==> src/eltok_pkg.sv <==
package eltok_pkg;

    // token kinds
    localparam logic [4:0] K_EQ     = 5'd0;
    localparam logic [4:0] K_NE     = 5'd1;
    localparam logic [4:0] K_LT     = 5'd2;
    localparam logic [4:0] K_LE     = 5'd3;
    localparam logic [4:0] K_GT     = 5'd4;
    localparam logic [4:0] K_GE     = 5'd5;
    localparam logic [4:0] K_LBRACE = 5'd6;
    localparam logic [4:0] K_RBRACE = 5'd7;
    localparam logic [4:0] K_IDENT  = 5'd8;
    localparam logic [4:0] K_PRINT  = 5'd9;
    localparam logic [4:0] K_TRUE   = 5'd10;
    localparam logic [4:0] K_FALSE  = 5'd11;
    localparam logic [4:0] K_IF     = 5'd12;
    localparam logic [4:0] K_ELSE   = 5'd13;
    localparam logic [4:0] K_ASSIGN = 5'd14;
    localparam logic [4:0] K_INT    = 5'd15;
    localparam logic [4:0] K_PLUS   = 5'd16;
    localparam logic [4:0] K_MINUS  = 5'd17;
    localparam logic [4:0] K_STAR   = 5'd18;
    localparam logic [4:0] K_SLASH  = 5'd19;
    localparam logic [4:0] K_PCT    = 5'd20;
    localparam logic [4:0] K_CARET  = 5'd21;
    localparam logic [4:0] K_LPAREN = 5'd22;
    localparam logic [4:0] K_RPAREN = 5'd23;
    localparam logic [4:0] K_EOF    = 5'd24;
    localparam logic [4:0] K_EOL    = 5'd25;
    localparam logic [4:0] K_BAD    = 5'd26;

    // held operator codes
    localparam logic [1:0] HELD_ASSIGN = 2'd0;
    localparam logic [1:0] HELD_BANG   = 2'd1;
    localparam logic [1:0] HELD_LESS   = 2'd2;
    localparam logic [1:0] HELD_GREAT  = 2'd3;

    localparam logic [7:0] CH_NUL  = 8'h00;
    localparam logic [7:0] CH_LF   = 8'h0A;
    localparam logic [7:0] CH_ZERO = 8'h30;
    localparam logic [7:0] CH_UNDER = 8'h5F;
    localparam logic [7:0] CH_EQ   = 8'h3D;
    localparam logic [7:0] CH_BANG = 8'h21;
    localparam logic [7:0] CH_LESS = 8'h3C;
    localparam logic [7:0] CH_GREAT = 8'h3E;

    localparam logic [15:0] WORD_LEN_MAX = 16'hFFFF;
    localparam logic [15:0] LINE_MAX     = 16'hFFFF;
    localparam logic [15:0] KW_WINDOW_BYTES = 16'd5;

    localparam int QUEUE_DEPTH = 4;

    typedef enum logic [2:0] {
        MODE_IDLE,
        MODE_WORD,
        MODE_NUM,
        MODE_HELD,
        MODE_ERR
    } scan_mode_t;

    typedef struct packed {
        logic [4:0]         kind;
        logic signed [31:0] num_value;
        logic [15:0]        text_start;
        logic [15:0]        text_length;
        logic [15:0]        line_number;
        logic [7:0]         bad_char;
        logic               last;
    } token_t;

    // tokens produced by one byte, first one goes out first
    typedef struct packed {
        logic [1:0] count;
        token_t     first;
        token_t     second;
    } lex_push_t;

    function automatic logic [4:0] keyword_kind(input logic [15:0] len,
                                                input logic [39:0] window);
        logic [4:0] k;
        k = K_IDENT;
        if (len == 16'd5 && window == 40'h746E697270)
            k = K_PRINT;
        else if (len == 16'd2 && window == 40'h0000006669)
            k = K_IF;
        else if (len == 16'd4 && window == 40'h0065736C65)
            k = K_ELSE;
        else if (len == 16'd4 && window == 40'h0065757274)
            k = K_TRUE;
        else if (len == 16'd5 && window == 40'h65736C6166)
            k = K_FALSE;
        return k;
    endfunction

    function automatic logic is_single(input logic [7:0] c);
        logic r;
        case (c)
            8'h2B, 8'h2D, 8'h2A, 8'h2F, 8'h25, 8'h5E,
            8'h28, 8'h29, 8'h7B, 8'h7D: r = 1'b1;
            default: r = 1'b0;
        endcase
        return r;
    endfunction

    function automatic logic [4:0] single_kind(input logic [7:0] c);
        logic [4:0] k;
        case (c)
            8'h2B:   k = K_PLUS;
            8'h2D:   k = K_MINUS;
            8'h2A:   k = K_STAR;
            8'h2F:   k = K_SLASH;
            8'h25:   k = K_PCT;
            8'h5E:   k = K_CARET;
            8'h28:   k = K_LPAREN;
            8'h29:   k = K_RPAREN;
            8'h7B:   k = K_LBRACE;
            8'h7D:   k = K_RBRACE;
            default: k = K_BAD;
        endcase
        return k;
    endfunction

    function automatic logic [1:0] held_code(input logic [7:0] c);
        logic [1:0] h;
        case (c)
            CH_EQ:   h = HELD_ASSIGN;
            CH_BANG: h = HELD_BANG;
            CH_LESS: h = HELD_LESS;
            default: h = HELD_GREAT;
        endcase
        return h;
    endfunction

    // held operator followed by '='
    function automatic logic [4:0] held_pair(input logic [1:0] h);
        logic [4:0] k;
        case (h)
            HELD_ASSIGN: k = K_EQ;
            HELD_BANG:   k = K_NE;
            HELD_LESS:   k = K_LE;
            default:     k = K_GE;
        endcase
        return k;
    endfunction

    // held operator followed by anything else
    function automatic logic [4:0] held_alone(input logic [1:0] h);
        logic [4:0] k;
        case (h)
            HELD_ASSIGN: k = K_ASSIGN;
            HELD_BANG:   k = K_BAD;
            HELD_LESS:   k = K_LT;
            default:     k = K_GT;
        endcase
        return k;
    endfunction

endpackage

==> src/eltok_lexer.sv <==
module eltok_lexer #(
    parameter logic [15:0] OFFSET_CAP = 16'hFFFF
) (
    input  logic                 clk,
    input  logic                 rst_n,
    input  logic                 fire,
    input  logic [7:0]           in_byte,
    output eltok_pkg::lex_push_t push
);
    import eltok_pkg::*;

    scan_mode_t         mode_reg, mode_next;
    logic [1:0]         held_reg, held_next;
    logic [31:0]        acc_reg, acc_next;
    logic [39:0]        window_reg, window_next;
    logic [15:0]        start_reg, start_next;
    logic [15:0]        len_reg, len_next;
    logic [15:0]        offset_reg, offset_next;
    logic [15:0]        line_reg, line_next;

    // character classes
    logic is_nul, is_lf, is_eq, is_alpha, is_digit, is_alnum, is_space;
    logic is_held_char, is_sgl, is_invalid;
    logic pend_continue, pend_flush, bang_fail, dispatch, pend_valid, disp_valid;

    assign is_nul   = (in_byte == CH_NUL);
    assign is_lf    = (in_byte == CH_LF);
    assign is_eq    = (in_byte == CH_EQ);
    assign is_alpha = (in_byte >= 8'h61 && in_byte <= 8'h7A) ||
                      (in_byte >= 8'h41 && in_byte <= 8'h5A) || (in_byte == CH_UNDER);
    assign is_digit = (in_byte >= CH_ZERO && in_byte <= 8'h39);
    assign is_alnum = is_alpha || is_digit;
    assign is_space = (in_byte == 8'h20) || (in_byte >= 8'h09 && in_byte <= 8'h0D);
    assign is_held_char = is_eq || (in_byte == CH_BANG) || (in_byte == CH_LESS) ||
                          (in_byte == CH_GREAT);
    assign is_sgl   = is_single(in_byte);
    assign is_invalid = !is_nul && !is_space && !is_alnum && !is_held_char && !is_sgl;

    // what the pending token does with this byte
    assign pend_continue = (mode_reg == MODE_WORD && is_alnum) ||
                           (mode_reg == MODE_NUM && is_digit) ||
                           (mode_reg == MODE_HELD && is_eq);
    assign bang_fail  = (mode_reg == MODE_HELD) && !is_eq && (held_reg == HELD_BANG);
    assign pend_flush = (mode_reg == MODE_WORD && !is_alnum) ||
                        (mode_reg == MODE_NUM && !is_digit) ||
                        (mode_reg == MODE_HELD && !is_eq && held_reg != HELD_BANG);
    assign dispatch   = (mode_reg == MODE_IDLE) || pend_flush;
    assign pend_valid = pend_flush || (mode_reg == MODE_HELD);
    // second token: fresh dispatch emits, or end of input in error paths
    assign disp_valid = (dispatch && (is_nul || is_lf || is_sgl || is_invalid)) ||
                        ((mode_reg == MODE_ERR || bang_fail) && is_nul);

    // next state
    always_comb
    begin
        mode_next   = mode_reg;
        held_next   = held_reg;
        acc_next    = acc_reg;
        window_next = window_reg;
        start_next  = start_reg;
        len_next    = len_reg;
        offset_next = offset_reg;
        line_next   = line_reg;
        if (fire && is_nul)
        begin
            mode_next   = MODE_IDLE;
            held_next   = HELD_ASSIGN;
            acc_next    = '0;
            window_next = '0;
            start_next  = '0;
            len_next    = '0;
            offset_next = '0;
            line_next   = 16'd1;
        end
        else if (fire)
        begin
            if (mode_reg == MODE_WORD && is_alnum)
            begin
                if (len_reg < KW_WINDOW_BYTES)
                    window_next[8*len_reg[2:0] +: 8] = in_byte;
                if (len_reg != WORD_LEN_MAX)
                    len_next = len_reg + 16'd1;
            end
            if (mode_reg == MODE_NUM && is_digit)
                acc_next = (acc_reg << 3) + (acc_reg << 1) + {28'd0, in_byte[3:0]};
            if (mode_reg == MODE_HELD && is_eq)
                mode_next = MODE_IDLE;
            if (bang_fail)
                mode_next = MODE_ERR;
            if (dispatch)
            begin
                mode_next = MODE_IDLE;
                if (is_lf && line_reg != LINE_MAX)
                    line_next = line_reg + 16'd1;
                if (is_alpha)
                begin
                    mode_next   = MODE_WORD;
                    start_next  = offset_reg;
                    len_next    = 16'd1;
                    window_next = {32'd0, in_byte};
                end
                else if (is_digit)
                begin
                    mode_next = MODE_NUM;
                    acc_next  = {28'd0, in_byte[3:0]};
                end
                else if (is_held_char)
                begin
                    mode_next = MODE_HELD;
                    held_next = held_code(in_byte);
                end
                else if (is_invalid)
                    mode_next = MODE_ERR;
            end
            if ((pend_continue || dispatch) && offset_reg < OFFSET_CAP)
                offset_next = offset_reg + 16'd1;
        end
    end

    // token outputs
    always_comb
    begin
        token_t tok_a;
        token_t tok_b;
        tok_a = '0;
        tok_b = '0;
        tok_a.line_number = line_reg;
        tok_b.line_number = line_reg;
        case (mode_reg)
            MODE_WORD:
            begin
                tok_a.kind        = keyword_kind(len_reg, window_reg);
                tok_a.text_start  = start_reg;
                tok_a.text_length = len_reg;
            end
            MODE_NUM:
            begin
                tok_a.kind      = K_INT;
                tok_a.num_value = acc_reg;
            end
            MODE_HELD:
            begin
                if (is_eq)
                    tok_a.kind = held_pair(held_reg);
                else
                    tok_a.kind = held_alone(held_reg);
                if (bang_fail)
                    tok_a.bad_char = CH_BANG;
            end
            default:
                tok_a.kind = K_EOF;
        endcase
        if (is_nul)
            tok_b.kind = K_EOF;
        else if (is_lf)
            tok_b.kind = K_EOL;
        else if (is_sgl)
            tok_b.kind = single_kind(in_byte);
        else
        begin
            tok_b.kind     = K_BAD;
            tok_b.bad_char = in_byte;
        end

        push = '0;
        if (fire && pend_valid)
        begin
            push.first  = tok_a;
            push.second = tok_b;
            push.count  = disp_valid ? 2'd2 : 2'd1;
            if (disp_valid)
                push.second.last = 1'b1;
            else
                push.first.last = 1'b1;
        end
        else if (fire && disp_valid)
        begin
            push.first      = tok_b;
            push.first.last = 1'b1;
            push.count      = 2'd1;
        end
    end

    always_ff @(posedge clk or negedge rst_n)
    begin
        if (!rst_n)
        begin
            mode_reg   <= MODE_IDLE;
            held_reg   <= HELD_ASSIGN;
            acc_reg    <= '0;
            window_reg <= '0;
            start_reg  <= '0;
            len_reg    <= '0;
            offset_reg <= '0;
            line_reg   <= 16'd1;
        end
        else
        begin
            mode_reg   <= mode_next;
            held_reg   <= held_next;
            acc_reg    <= acc_next;
            window_reg <= window_next;
            start_reg  <= start_next;
            len_reg    <= len_next;
            offset_reg <= offset_next;
            line_reg   <= line_next;
        end
    end

    // error mode swallows everything but nul
    assert property (@(posedge clk) disable iff (!rst_n)
        (fire && mode_reg == MODE_ERR && !is_nul) |-> push.count == 2'd0)
        else $error("byte produced a token in error mode");

    // two tokens need a pending token in front
    assert property (@(posedge clk) disable iff (!rst_n)
        (push.count == 2'd2) |-> (mode_reg == MODE_WORD || mode_reg == MODE_NUM ||
                                  mode_reg == MODE_HELD))
        else $error("two tokens without pending token");

    // nul always rearms counters
    assert property (@(posedge clk) disable iff (!rst_n)
        (fire && is_nul) |=> (offset_reg == 16'd0 && line_reg == 16'd1 &&
                              mode_reg == MODE_IDLE))
        else $error("nul did not rearm");

    // line count never drops except on rearm
    assert property (@(posedge clk) disable iff (!rst_n)
        (!(fire && is_nul)) |=> (line_reg >= $past(line_reg)))
        else $error("line count went backwards");

endmodule

==> src/eltok_queue.sv <==
module eltok_queue (
    input  logic                 clk,
    input  logic                 rst_n,
    input  eltok_pkg::lex_push_t push,
    output logic                 room,
    output logic                 out_valid,
    input  logic                 out_ready,
    output eltok_pkg::token_t    out_tok
);
    import eltok_pkg::*;

    localparam int PTR_W = $clog2(QUEUE_DEPTH);
    localparam int CNT_W = $clog2(QUEUE_DEPTH + 1);

    token_t             mem_reg [QUEUE_DEPTH];
    logic [PTR_W-1:0]   wr_ptr_reg, wr_ptr_next;
    logic [PTR_W-1:0]   rd_ptr_reg, rd_ptr_next;
    logic [CNT_W-1:0]   count_reg, count_next;
    logic               pop;

    assign room      = (count_reg <= CNT_W'(QUEUE_DEPTH - 2));
    assign out_valid = (count_reg != '0);
    assign out_tok   = mem_reg[rd_ptr_reg];
    assign pop       = out_valid && out_ready;

    always_comb
    begin
        wr_ptr_next = wr_ptr_reg + PTR_W'(push.count);
        rd_ptr_next = rd_ptr_reg + PTR_W'(pop);
        count_next  = count_reg + CNT_W'(push.count) - CNT_W'(pop);
    end

    always_ff @(posedge clk)
    begin
        if (push.count != 2'd0)
            mem_reg[wr_ptr_reg] <= push.first;
        if (push.count == 2'd2)
            mem_reg[wr_ptr_reg + PTR_W'(1)] <= push.second;
    end

    always_ff @(posedge clk or negedge rst_n)
    begin
        if (!rst_n)
        begin
            wr_ptr_reg <= '0;
            rd_ptr_reg <= '0;
            count_reg  <= '0;
        end
        else
        begin
            wr_ptr_reg <= wr_ptr_next;
            rd_ptr_reg <= rd_ptr_next;
            count_reg  <= count_next;
        end
    end

    assert property (@(posedge clk) disable iff (!rst_n)
        (push.count != 2'd0) |-> room)
        else $error("push into full queue");

    assert property (@(posedge clk) disable iff (!rst_n)
        count_reg <= CNT_W'(QUEUE_DEPTH))
        else $error("queue count overflow");

    assert property (@(posedge clk) disable iff (!rst_n)
        (push.count == 2'd0 && !pop) |=>
            (count_reg == $past(count_reg) && rd_ptr_reg == $past(rd_ptr_reg)))
        else $error("queue changed without push or pop");

endmodule

==> src/expression_language_tokenizer.sv <==
// streaming tokenizer for a small expression language
//
// slave channel s_axis_*: one source byte per item in s_axis_tdata; a zero
// byte ends the text, flushes any pending token, emits end of input and
// rearms offset and line counters for the next text
// master channel m_axis_*: one token per item; s_axis byte causes zero, one
// or two tokens, and m_axis_tlast marks the last token caused by that byte
//
// order: a byte accepted on s_axis sits in the input register, is lexed
// and its tokens written to the queue, and output valid rises once the
// queue holds a token; the first token can then leave on the master side
// throughput: one byte per cycle while bytes give at most one token each
// and the queue has room; the two tokens of one byte leave one at a time,
// set by the single read port of the four-entry token queue
// stalls: when m_axis_tready is low the queue fills, the lexer waits once
// fewer than two entries are free, and s_axis_tready drops after the input
// register is full; nothing is lost or repeated
// reset: rst_n clears the queue, the input register and the scan state
// (idle, offset 0, line 1)
module expression_language_tokenizer #(
    parameter int SOURCE_BYTES = 65536
) (
    input  logic        clk,
    input  logic        rst_n,
    input  logic        s_axis_tvalid,
    output logic        s_axis_tready,
    input  logic [7:0]  s_axis_tdata,   // [7:0] source_byte
    output logic        m_axis_tvalid,
    input  logic        m_axis_tready,
    // [31:0] num_value, [47:32] text_start, [63:48] text_length,
    // [79:64] line_number, [87:80] bad_char
    output logic [87:0] m_axis_tdata,
    output logic [4:0]  m_axis_tuser,   // [4:0] token_kind
    output logic        m_axis_tlast    // last token of this byte
);
    import eltok_pkg::*;

    // offset counter stops at the last byte position that fits 16 bits
    localparam int          CAP_INT    = (SOURCE_BYTES - 1 > 65535) ? 65535
                                                                     : SOURCE_BYTES - 1;
    localparam logic [15:0] OFFSET_CAP = CAP_INT[15:0];

    logic       in_valid_reg, in_valid_next;
    logic [7:0] in_byte_reg;
    logic       lex_fire;
    logic       queue_room;
    lex_push_t  push;
    token_t     out_tok;

    // input register frees itself in the same cycle it is consumed
    assign lex_fire      = in_valid_reg && queue_room;
    assign s_axis_tready = !in_valid_reg || lex_fire;

    always_comb
    begin
        in_valid_next = in_valid_reg;
        if (s_axis_tvalid && s_axis_tready)
            in_valid_next = 1'b1;
        else if (lex_fire)
            in_valid_next = 1'b0;
    end

    always_ff @(posedge clk or negedge rst_n)
    begin
        if (!rst_n)
            in_valid_reg <= 1'b0;
        else
            in_valid_reg <= in_valid_next;
    end

    // payload, no reset needed
    always_ff @(posedge clk)
    begin
        if (s_axis_tvalid && s_axis_tready)
            in_byte_reg <= s_axis_tdata;
    end

    // scan state and token build
    eltok_lexer #(
        .OFFSET_CAP(OFFSET_CAP)
    ) u_lexer (
        .clk    (clk),
        .rst_n  (rst_n),
        .fire   (lex_fire),
        .in_byte(in_byte_reg),
        .push   (push)
    );

    // result queue, parts lexer from the master side
    eltok_queue u_queue (
        .clk      (clk),
        .rst_n    (rst_n),
        .push     (push),
        .room     (queue_room),
        .out_valid(m_axis_tvalid),
        .out_ready(m_axis_tready),
        .out_tok  (out_tok)
    );

    assign m_axis_tdata = {out_tok.bad_char, out_tok.line_number, out_tok.text_length,
                           out_tok.text_start, out_tok.num_value};
    assign m_axis_tuser = out_tok.kind;
    assign m_axis_tlast = out_tok.last;

    // a held byte must not be overwritten
    assert property (@(posedge clk) disable iff (!rst_n)
        (in_valid_reg && !lex_fire) |=> (in_valid_reg && $stable(in_byte_reg)))
        else $error("input register lost a byte");

    // the lexer only pushes when it consumed a byte
    assert property (@(posedge clk) disable iff (!rst_n)
        (push.count != 2'd0) |-> lex_fire)
        else $error("token pushed without a byte");

    // token kinds stay in the defined range
    assert property (@(posedge clk) disable iff (!rst_n)
        m_axis_tvalid |-> (m_axis_tuser <= K_BAD))
        else $error("token kind out of range");

endmodule
==> config.mk <==
export PLATFORM = sky130hd
export DESIGN_NAME = expression_language_tokenizer
export DESIGN_NICKNAME = d
export VERILOG_FILES = /design/src/eltok_pkg.sv /design/src/eltok_lexer.sv /design/src/eltok_queue.sv /design/src/expression_language_tokenizer.sv
export SDC_FILE = /design/constraint.sdc
export NUM_CORES = 1
export LEC_CHECK = 0
export BUFFER_PORTS_ARGS = -buffer_cell sky130_fd_sc_hd__buf_4
export CORE_ASPECT_RATIO = 1.4
export CORE_MARGIN = 4
export CORE_UTILIZATION = 55
export CTS_CLUSTER_DIAMETER = 30
export DETAILED_ROUTE_END_ITERATION = 10
export PLACE_DENSITY = 0.75
export SLEW_MARGIN = 20
export SYNTH_ARGS = -nofsm -noshare
export SYNTH_HDL_FRONTEND = slang
export SYNTH_SLANG_ARGS = --single-unit
==> constraint.sdc <==
create_clock -name clk -period 3.4 [get_ports clk]
set_input_delay 1.02 -clock clk [delete_from_list [all_inputs] [get_ports clk]]
set_output_delay 1.02 -clock clk [all_outputs]
set_load 0.005 [all_outputs]
# == Word level (Yosys, flattened, before mapping) ==
# Memories as Yosys holds them, arrays and structs flattened.
# Index checks and enable logic that the tools add are counted.
# totals
ff_bits,157
ramBits,376
inputBits,12
out_inout_bits,96
memories,1
# classes
add_sub_neg,11
order_cmp,11
eq_ne,37
shift,2
mux,79
reduce_logical,78
# mem_list
name,depth,word_bits,rd,rd_ports_with_merged_regs,write_ports,line_no,source
u_queue.mem_reg,4,94,1,0,2,eltok_queue.sv:15,token_t mem_reg [QUEUE_DEPTH];
# op_table
operator,count
$mux 16,17
$mux 32,8
$mux 40,6
$eq 8x6->1 const B,12
$mux 96,1
$mux 95,1
$mux 94,1
$eq 40x31->1 const B,2
$eq 40x39->1 const B,2
$pmux 5 s10,1
$add 16x1->16 const B,3
$bwmux 40,1
$eq 40x15->1 const B,1
$shift 8x34->40 const A,1
$shiftx 8x34->40,1
$mux 5,7
$neg 6->34,1
$add 32x32->32,1
$add 32x4->32,1
$eq 16x3->1 const B,2
$eq 8x7->1 const B,4
$mux 8,4
$ne 16x16->1 const B,2
$logic_and 1x1->1,31
other kinds (42),107

# == Longest topological paths before layout ==
# Gate-level depths: netlist (run 1).
# logic_depth
depth_word,18
depth_mapped,15
depth_no_buf,12

# == Modules after synthesis ==
# A second synthesis (run 1) with hierarchy kept.
# unflattened
hier_cells,2202
area_unflattened_um2,29564.6
# by_module_without_submodules
mod,n_inst,cells_per_inst,area_per_inst_um2,seq_area_each_um2
eltok_queue,1,952,18738.0,11466.0
eltok_lexer,1,1237,10526.3,3529.6
expression_language_tokenizer,1,13,300.3,265.3

# == Least setup slack after synthesis (run 1) ==
# Ideal clock, no wire load.
# synth_path
path_type,reg2reg
from,register in_byte_reg[1]
to,memory u_queue.mem_reg[3][0] (netlist name) (enable)
setup_time_ps,385
t_arrival_ps,3082
t_required_ps,3015
slack_ps,-67
path_stages_with_launch,12
synth_period_minus_slack_ps,3467
cell_sequence,edfxtp_1 -> buf_4 -> or4_4 -> a21oi_4 -> nor2_2 -> o31a_4 -> o21ai_2 -> buf_4 -> a32oi_2 -> buf_2 -> buf_6 -> inv_1
# synth_rtl
item,line_no,source
from (decl),expression_language_tokenizer.sv:44,logic [7:0] in_byte_reg;
from (signal assigned),expression_language_tokenizer.sv:75,in_byte_reg <= s_axis_tdata;
to (decl),eltok_queue.sv:15,

# == Worst setup path in the final report (run 1) ==
# layout_path
from,register u_queue.rd_ptr_reg[0]
to,output port m_axis_tdata[48]
# layout_between
elab_chain_cells,1
# layout_lines
item,line_no,source
from (decl),eltok_queue.sv:17,"logic [PTR_W-1:0] rd_ptr_reg, rd_ptr_next;"
from (signal assigned),eltok_queue.sv:52,rd_ptr_reg <= rd_ptr_next;
$mem_v2 4x94,--,
to (decl),expression_language_tokenizer.sv:32,"output logic [87:0] m_axis_tdata,"
# No other way between the ends.

==> impl_table.tex, run 1 <==
\begin{tabular}{lr}
\hline
Metric & Value \\
\hline
\multicolumn{2}{l}{\textbf{Power and ir drop}} \\
Internal portion of total power & 14.6 mW \\
Power density over cell area & 728 nW/um\^{}2 \\
Share of power burned in combinational logic & 27.0\% \\
VDD IR-drop max & 0.000589 V \\
Power Total & 21.9 mW \\
Net Sw Frac & 33.2\% \\
Clock Power Share & 38.6\% \\
Sequential Power Share & 34.4\% \\
Reported net switching power & 7.25 mW \\
Static leakage & 11.9 nW \\
\multicolumn{2}{l}{\textbf{Critical path}} \\
Buffer and inverter count on the worst path & 3 \\
CP max-delay cell & sky130\_fd\_sc\_hd\_\_dfrtp\_4 \\
Critical path type & reg -> out \\
Cell repeated most along the worst path & sky130\_fd\_sc\_hd\_\_buf\_12 \\
Series of cell instances along the critical path & buf\_12 -> buf\_12 -> mux4\_2 -> buf\_4 \\
Peak per-stage delay on the critical path & 0.67 ns \\
Required time of the critical path & 2.38 ns \\
Kind of cell with the highest combined delay on the critical path & flip-flops \\
Critical Path AT & 2.28 ns \\
Setup crit start kind & register \\
Type of destination of the critical path & primary output \\
Highest net fanout along the worst path & 20 \\
\multicolumn{2}{l}{\textbf{Final layout}} \\
Non-Filler Cell Area, Final & 30000 sq um \\
Number of diodes & 0 \\
Max FFs per register & 376 \\
\# nets final & 2457 \\
Growth of design area from synthesis to finish & 19.8\% \\
Finished Core Util & 66.7\% \\
Share of cells above drive strength 1 & 21.0\% \\
Number of standard cells in the final layout excluding fillers & 3045 \\
\multicolumn{2}{l}{\textbf{Synth}} \\
Yosys warns & 0 \\
Post-synth ARST share & 28.0\% \\
Register area share after synthesis & 50.7\% \\
Distinct cells, synth & 90 \\
Mapped Area & 25100 sq um \\
Yosys reg bits & 533 \\
Count of flip-flops with a built-in enable after synthesis & 128 \\
Post-Syn Instances & 2235 \\
Synthesized area per cell & 11.2 sq um \\
Main flop type after synthesis & sky130\_fd\_sc\_hd\_\_dfxtp\_1 \\
Syn nets & 2323 \\
\multicolumn{2}{l}{\textbf{Drt}} \\
Count of unresolved DRC violations after routing & 0 \\
Vias after detailed routing & 19400 \\
Count of nets left with antenna violations after detail routing & 0 \\
Routed Wire Length & 68800 microns \\
Number of iterations in the first detailed-routing pass & 7 \\
Number of vias per cell & 6.38 \\
Number of DRC violations after detailed-routing iteration 0 & 1694 \\
Per-cell routed wire length & 22.6 microns \\
\multicolumn{2}{l}{\textbf{GRT}} \\
Via count of the first global-routing pass & 19900 \\
Number of antenna violations at the first check in global routing & 0 \\
Overall fraction of global-route tracks in use & 27.5\% \\
First-pass GRT wire length & 109000 microns \\
Pin count of the biggest net entering global routing & 79 \\
Sum of overflow across all layers after global routing & 0 \\
\multicolumn{2}{l}{\textbf{Clock network}} \\
Buffer depth of the longest clock path & 3 \\
Total number of H-tree levels & 3 \\
Clock sink count & 533 \\
CTS Root Buffer Type & sky130\_fd\_sc\_hd\_\_clkbuf\_16 \\
Clock latency on the worst-skew pair & 0.62 ns \\
Clock buffers created by TritonCTS & 78 \\
Clock transition at the registers of the reported paths & 0.06 ns \\
Clock tree from TritonCTS & built \\
\multicolumn{2}{l}{\textbf{Status}} \\
Outcome & finished, final reports clean \\
\multicolumn{2}{l}{\textbf{Floorplanning}} \\
Chip Width & 188 microns \\
Floorplan die height & 261 microns \\
Starting density of the core & 55.7\% \\
Die Area & 49100 sq um \\
Ports & 108 \\
Placement Rows & 92 \\
Core region area & 45000 sq um \\
\multicolumn{2}{l}{\textbf{Placed design}} \\
Port bufs & 107 \\
Total instance count after detailed placement & 2892 \\
Standard cell area after detailed placement & 27100 sq um \\
Final estimated routing congestion in global placement & 0.968 \\
Detailed Place HPWL & 44500 microns \\
\multicolumn{2}{l}{\textbf{Timing}} \\
Slew at the pin with the worst max-slew slack & 0.891 ns \\
Final Hold Fails & 0 \\
Setup-failing EPs final & 0 \\
Number of slew-limit violations in the final report & 0 \\
Final min period & 3.30 ns \\
Max Clock Freq & 0.303 GHz \\
Slew headroom & 40.3\% \\
Final setup skew & 0.0375 ns \\
Final Cycle Share & 96.9\% \\
Sum of negative setup slack & 0 ns \\
\multicolumn{2}{l}{\textbf{Hold path}} \\
Worst min path class & in -> async \\
\multicolumn{2}{l}{\textbf{Run}} \\
Max-cap violation count & 0 \\
\hline
\end{tabular}
-- cell type report --
type	count	area (sq um)
Multi-Input combinational cell	1491	11600
Timing Repair Buffer	225	1930
Fill cell	3312	15000
Clock buffer	89	2120
Clock inverter	56	688
Sequential cell	533	12700
Inverter	40	154
Tap cell	611	764
-- cells in the mapped netlist (7+ instances only) --
library cell / number / share of area (%)
sky130_fd_sc_hd__dfxtp_1: 256 / 20
sky130_fd_sc_hd__a22o_1: 243 / 8.5
sky130_fd_sc_hd__nand2_1: 149 / 2.2
sky130_fd_sc_hd__dfrtp_1: 148 / 15
sky130_fd_sc_hd__o21ai_0: 133 / 2.7
sky130_fd_sc_hd__edfxtp_1: 128 / 15
sky130_fd_sc_hd__clkbuf_1: 127 / 1.9
sky130_fd_sc_hd__a21oi_1: 114 / 2.3
sky130_fd_sc_hd__nor2_1: 113 / 1.7
sky130_fd_sc_hd__mux4_2: 94 / 8.4
sky130_fd_sc_hd__nor2b_1: 76 / 1.9
sky130_fd_sc_hd__ha_1: 73 / 3.6
sky130_fd_sc_hd__nand3_1: 66 / 1.3
sky130_fd_sc_hd__inv_1: 39 / 0.58
sky130_fd_sc_hd__xor2_1: 36 / 1.3
sky130_fd_sc_hd__buf_2: 32 / 0.64
sky130_fd_sc_hd__nor3_1: 32 / 0.64
sky130_fd_sc_hd__o22ai_1: 31 / 0.77
sky130_fd_sc_hd__xnor2_1: 28 / 0.98
sky130_fd_sc_hd__and2_1: 26 / 0.65
sky130_fd_sc_hd__nor4_1: 24 / 0.60
sky130_fd_sc_hd__and3_1: 22 / 0.55
sky130_fd_sc_hd__nand4_1: 18 / 0.45
sky130_fd_sc_hd__nand2b_1: 14 / 0.35
sky130_fd_sc_hd__a31oi_1: 10 / 0.25
sky130_fd_sc_hd__o31ai_1: 10 / 0.30
sky130_fd_sc_hd__a21o_1: 9 / 0.27
sky130_fd_sc_hd__or3_1: 9 / 0.22
sky130_fd_sc_hd__o211ai_1: 8 / 0.24
sky130_fd_sc_hd__a211oi_1: 7 / 0.21
sky130_fd_sc_hd__buf_1: 7 / 0.10
sky130_fd_sc_hd__o21bai_1: 7 / 0.21
-- timing repair --
item,in CTS,in global routing
gates cloned,0,1
hold buffers,0,0
endpoints found under the setup margin,46,89
buffers inserted,3,4
resized for setup,0,12
pin swaps,0,1
-- worst reg2reg max path, stage by stage, from the launching register on --
cell                         delay [ns]
sky130_fd_sc_hd__edfxtp_1          0.44
sky130_fd_sc_hd__buf_4             0.18
sky130_fd_sc_hd__or4_4             0.54
sky130_fd_sc_hd__a21oi_4           0.20
sky130_fd_sc_hd__nor2_2            0.07
sky130_fd_sc_hd__o31a_4            0.33
sky130_fd_sc_hd__o21ai_4           0.16
sky130_fd_sc_hd__buf_4             0.29
sky130_fd_sc_hd__a32oi_4           0.21
sky130_fd_sc_hd__clkinvlp_4        0.11
sky130_fd_sc_hd__buf_4             0.38
-- worst paths after layout --
check	start	to	slack, ns	cells past startpoint
setup / recovery	u_queue.rd_ptr_reg[0]	m_axis_tdata[48]	0.10	4
hold / removal	rst_n	u_lexer.len_reg[10]	0.43	1
setup reg to reg	in_byte_reg[3]	u_queue.mem_reg[3][8]	0.13	10
hold reg to reg	u_queue.mem_reg[1][55]	u_queue.mem_reg[1][55]	0.48	1
max in group asynchronous	rst_n	u_lexer.line_reg[0]	2.19	2
min in group clk	u_queue.mem_reg[1][55]	u_queue.mem_reg[1][55]	0.48	1
-- layer usage --
| metal | up-vias | track usage, % | routed length [microns] |
|---|---|---|---|
| met3 | 173 | 3.87 | 4810 |
| met4 | 0 | 11.9 | 2420 |
| met5 | - | 0 | 0 |
| met1 | 9636 | 35.0 | 27000 |
| met2 | 851 | 47.5 | 34500 |
| li1 | 8754 | - | - |
-- through the flow --
stage,worst slack [ns],hold slack (ns)
floorplan,0.0133,0.444
global placement,0.152,0.454
detailed placement,0.0912,0.461
CTS,0.0512,0.430
global route,-0.0122,0.474
finish,0.104,0.431
-- power groups by stage --
stage | Sequential (mW) | Combinational, mW | Clock (mW)
after floorplan | 7.39 | 3.65 | 0
after global placement | 7.66 | 5.62 | 0
after detailed placement | 7.69 | 5.71 | 0
after CTS | 7.51 | 5.84 | 8.52
after global routing | 7.57 | 6.33 | 8.82
final | 7.51 | 5.91 | 8.44
-- placed cells by master (no fill, tap or decap), types with 75 or more instances in the layout --
master	n
sky130_fd_sc_hd__dfxtp_1	256
sky130_fd_sc_hd__a22o_1	243
sky130_fd_sc_hd__buf_4	205
sky130_fd_sc_hd__nand2_1	149
sky130_fd_sc_hd__dfrtp_1	144
sky130_fd_sc_hd__o21ai_0	133
sky130_fd_sc_hd__edfxtp_1	128
sky130_fd_sc_hd__a21oi_1	113
sky130_fd_sc_hd__nor2_1	104
sky130_fd_sc_hd__mux4_2	94
sky130_fd_sc_hd__clkbuf_16	83
sky130_fd_sc_hd__nor2b_1	75
-- cell families after synthesis --
kind of cell | Yosys count | share of synthesized area [%]
compound gates | 660 | 19.0
simple gates | 591 | 12.1
flops | 533 | 50.7
buf+inv | 211 | 3.40
mux | 100 | 8.69
fa+ha+maj | 76 | 3.88
xor+xnor | 64 | 2.24
Power figures use the tool's default switching activity.
==> run 2, diff against run 1 <==
--- a/config.mk
+++ b/config.mk
@@ -6,12 +6,14 @@
 export NUM_CORES = 1
 export LEC_CHECK = 0
 export BUFFER_PORTS_ARGS = -buffer_cell sky130_fd_sc_hd__buf_4
+export CAP_MARGIN = 20
 export CORE_ASPECT_RATIO = 1.4
 export CORE_MARGIN = 4
 export CORE_UTILIZATION = 55
 export CTS_CLUSTER_DIAMETER = 30
 export DETAILED_ROUTE_END_ITERATION = 10
 export PLACE_DENSITY = 0.75
+export RECOVER_POWER = 100
 export SLEW_MARGIN = 20
 export SYNTH_ARGS = -nofsm -noshare
 export SYNTH_HDL_FRONTEND = slang
==> run 2 against run 1 <==
Compared with the run above:
- the flow now finishes with violations (max-capacitance violations, max-slew violations)
- via count fell by 0.16%
- first-iteration DRC count fell by 0.12%
- sequential share of layout area rose by 0.062 points
- flip-flop and latch count did not move
- critical path depth did not move
- register-to-register slack barely moved
- design area fell by 0.15%
- critical path type unchanged
- critical endpoint unchanged
- largest power group unchanged
==> impl_table.tex, run 2 (synthesis results as in run 1) <==
\begin{tabular}{lr}
\hline
Metric & Value \\
\hline
\multicolumn{2}{l}{\textbf{GRT}} \\
Sum of overflow across all layers after global routing & 0 (unchanged) \\
Pin count of the biggest net entering global routing & 79 (unchanged) \\
Number of antenna violations at the first check in global routing & 0 (unchanged) \\
Overall fraction of global-route tracks in use & 27.5\% (unchanged) \\
Via count of the first global-routing pass & 19900 (unchanged) \\
First-pass GRT wire length & 109000 microns (unchanged) \\
\multicolumn{2}{l}{\textbf{Floorplanning}} \\
Starting density of the core & 55.7\% (unchanged) \\
Ports & 108 (unchanged) \\
Die Area & 49100 sq um (unchanged) \\
Floorplan die height & 261 microns (unchanged) \\
Chip Width & 188 microns (unchanged) \\
Core region area & 45000 sq um (unchanged) \\
Placement Rows & 92 (unchanged) \\
\multicolumn{2}{l}{\textbf{Final layout}} \\
Number of diodes & 0 (unchanged) \\
\# nets final & 2457 (unchanged) \\
Leading cell types in the layout, fill and taps excluded & sky130\_fd\_sc\_hd\_\_dfxtp\_1, sky130\_fd\_sc\_hd\_\_a22o\_1, sky130\_fd\_sc\_hd\_\_buf\_4, sky130\_fd\_sc\_hd\_\_nand2\_1, sky130\_fd\_sc\_hd\_\_dfrtp\_1 \\
Most common library cell in the layout ignoring fill and taps & sky130\_fd\_sc\_hd\_\_dfxtp\_1 \\
Non-Filler Cell Area, Final & 30000 sq um (-0.15\%) \\
Growth of design area from synthesis to finish & 19.6\% \\
Share of cells above drive strength 1 & 20.5\% (-0.41 points) \\
Filler Cell Count & 3319 (+0.21\%) \\
Number of standard cells in the final layout excluding fillers & 3045 (unchanged) \\
Max FFs per register & 376 (unchanged) \\
\multicolumn{2}{l}{\textbf{Clock network}} \\
Clock tree from TritonCTS & built \\
Total number of H-tree levels & 3 (unchanged) \\
Clock latency on the worst-skew pair & 0.62 ns (about the same) \\
Buffer depth of the longest clock path & 3 (unchanged) \\
CTS Root Buffer Type & sky130\_fd\_sc\_hd\_\_clkbuf\_16 \\
Clock buffers created by TritonCTS & 78 (unchanged) \\
Clock sink count & 533 (unchanged) \\
Clock transition at the registers of the reported paths & 0.06 ns (about the same) \\
\multicolumn{2}{l}{\textbf{Timing}} \\
Final Hold Fails & 0 (unchanged) \\
Max Clock Freq & 0.304 GHz (about the same) \\
Final setup skew & 0.0399 ns (+0.00236 ns) \\
Final min period & 3.29 ns (-0.00316 ns) \\
Sum of negative setup slack & 0 ns (unchanged) \\
Final Cycle Share & 96.8\% (about the same) \\
Number of slew-limit violations in the final report & 67 (+67) \\
Slew at the pin with the worst max-slew slack & 1.84 ns (+0.952 ns) \\
Slew headroom & -22.9\% (-63 points) \\
Setup-failing EPs final & 0 (unchanged) \\
\multicolumn{2}{l}{\textbf{Critical path}} \\
Worst flop-to-flop path startpoint & in\_byte\_reg[3] \\
End of the worst register-to-register path & u\_queue.mem\_reg[3][8] \\
Highest net fanout along the worst path & 20 (unchanged) \\
Type of destination of the critical path & primary output \\
Last element of the critical path & m\_axis\_tdata[48] \\
Required time of the critical path & 2.38 ns (about the same) \\
Setup slack, reg-to-reg & 0.13 ns (about the same) \\
Critical Path AT & 2.27 ns (about the same) \\
Worst Reg-to-Reg Cells & 10 (unchanged) \\
Setup crit start kind & register \\
Critical path type & reg -> out \\
Critical Path Start & u\_queue.rd\_ptr\_reg[0] \\
\multicolumn{2}{l}{\textbf{Power and ir drop}} \\
VDD IR-drop max & 0.000588 V (-0.20\%) \\
Static leakage & 11.9 nW (-0.33\%) \\
Power Total & 21.9 mW (about the same) \\
Power density over cell area & 729 nW/um\^{}2 (+0.13\%) \\
\multicolumn{2}{l}{\textbf{Drt}} \\
Vias after detailed routing & 19400 (-0.16\%) \\
Number of vias per cell & 6.37 (-0.16\%) \\
Count of nets left with antenna violations after detail routing & 0 (unchanged) \\
Count of unresolved DRC violations after routing & 0 (unchanged) \\
Number of iterations in the first detailed-routing pass & 6 (-1) \\
Number of DRC violations after detailed-routing iteration 0 & 1692 (-0.12\%) \\
Per-cell routed wire length & 22.6 microns (about the same) \\
Routed Wire Length & 68800 microns (about the same) \\
\multicolumn{2}{l}{\textbf{Placed design}} \\
Standard cell area after detailed placement & 27100 sq um (unchanged) \\
Port bufs & 107 (unchanged) \\
Final estimated routing congestion in global placement & 0.968 (unchanged) \\
Total instance count after detailed placement & 2892 (unchanged) \\
Detailed Place HPWL & 44500 microns (unchanged) \\
\multicolumn{2}{l}{\textbf{Run}} \\
Max-cap violation count & 1 (+1) \\
\multicolumn{2}{l}{\textbf{Hold path}} \\
Worst min path class & reg -> reg \\
\multicolumn{2}{l}{\textbf{Status}} \\
Violated checks & max-capacitance violations, max-slew violations \\
Outcome & finished, violations left \\
\hline
\end{tabular}
==> run 2: area by class of cell <==
cell class | count | area [sq um] | area share (%)
tap | 611 | 764 | 2.55
clock inverter | 56 | 688 | 2.30
inverter | 40 | 154 | 0.514
timing repair buffer | 225 | 1890 | 6.30
clock buffer | 89 | 2120 | 7.07
multi-input combinational | 1491 | 11600 | 38.9
sequential | 533 | 12700 | 42.4
==> run 2: through the flow <==
stage	setup slack [ns]	hold WS (ns)	util [%]
floorplan	0.0133	0.444	-
global placement	0.152	0.454	60.1
detailed placement	0.0912	0.461	60.1
CTS	0.0512	0.430	66.5
global route	-0.0122	0.486	66.6
finish	0.107	0.474	66.6
==> run 2: repair_timing <==
action / in CTS / in global routing
hold buffers: 0 / 0
gates cloned: 0 / 1
gates resized for setup: 0 / 12
endpoints found under the setup margin: 46 / 89
buffers inserted: 3 / 4
pin swaps: 0 / 1
==> run 2: how the worst min path moves through the flow <==
stage,endpoint,from,cells after the start,slack [ns]
global placement,u_queue.mem_reg[1][29],u_queue.mem_reg[1][29],2,0.45
floorplan,u_queue.mem_reg[1][45],u_queue.mem_reg[1][45],1,0.44
finish,u_queue.mem_reg[1][38],u_queue.mem_reg[1][38],2,0.47
CTS,u_lexer.len_reg[7],rst_n,1,0.43
detailed placement,u_queue.mem_reg[1][58],u_queue.mem_reg[1][58],1,0.46
global route,u_queue.mem_reg[1][27],u_queue.mem_reg[1][27],2,0.49
==> run 2: report_power, final <==
| part | switching (mW) | internal (mW) | total (mW) |
|---|---|---|---|
| sequential | 0.448 | 7.06 | 7.51 |
| combinational | 3.59 | 2.32 | 5.90 |
| clock | 3.22 | 5.22 | 8.44 |
| total | 7.25 | 14.6 | 21.9 |
==> run 2: worst max-delay path, stage by stage (launching register included) <==
cell and delay (ns):
sky130_fd_sc_hd__dfrtp_4 0.67, sky130_fd_sc_hd__buf_12 0.23, sky130_fd_sc_hd__buf_12 0.20, sky130_fd_sc_hd__mux4_2 0.37, sky130_fd_sc_hd__buf_4 0.16
==> run 2: routing by layer <==
metal	part of all wire, %	track usage [%]	vias up	wire length [microns]
li1	-	-	8755	-
met1	39	35.0	9613	26900
met2	50	47.5	851	34600
met3	7.1	3.87	163	4900
met4	3.4	11.9	0	2370
met5	0	0	-	0
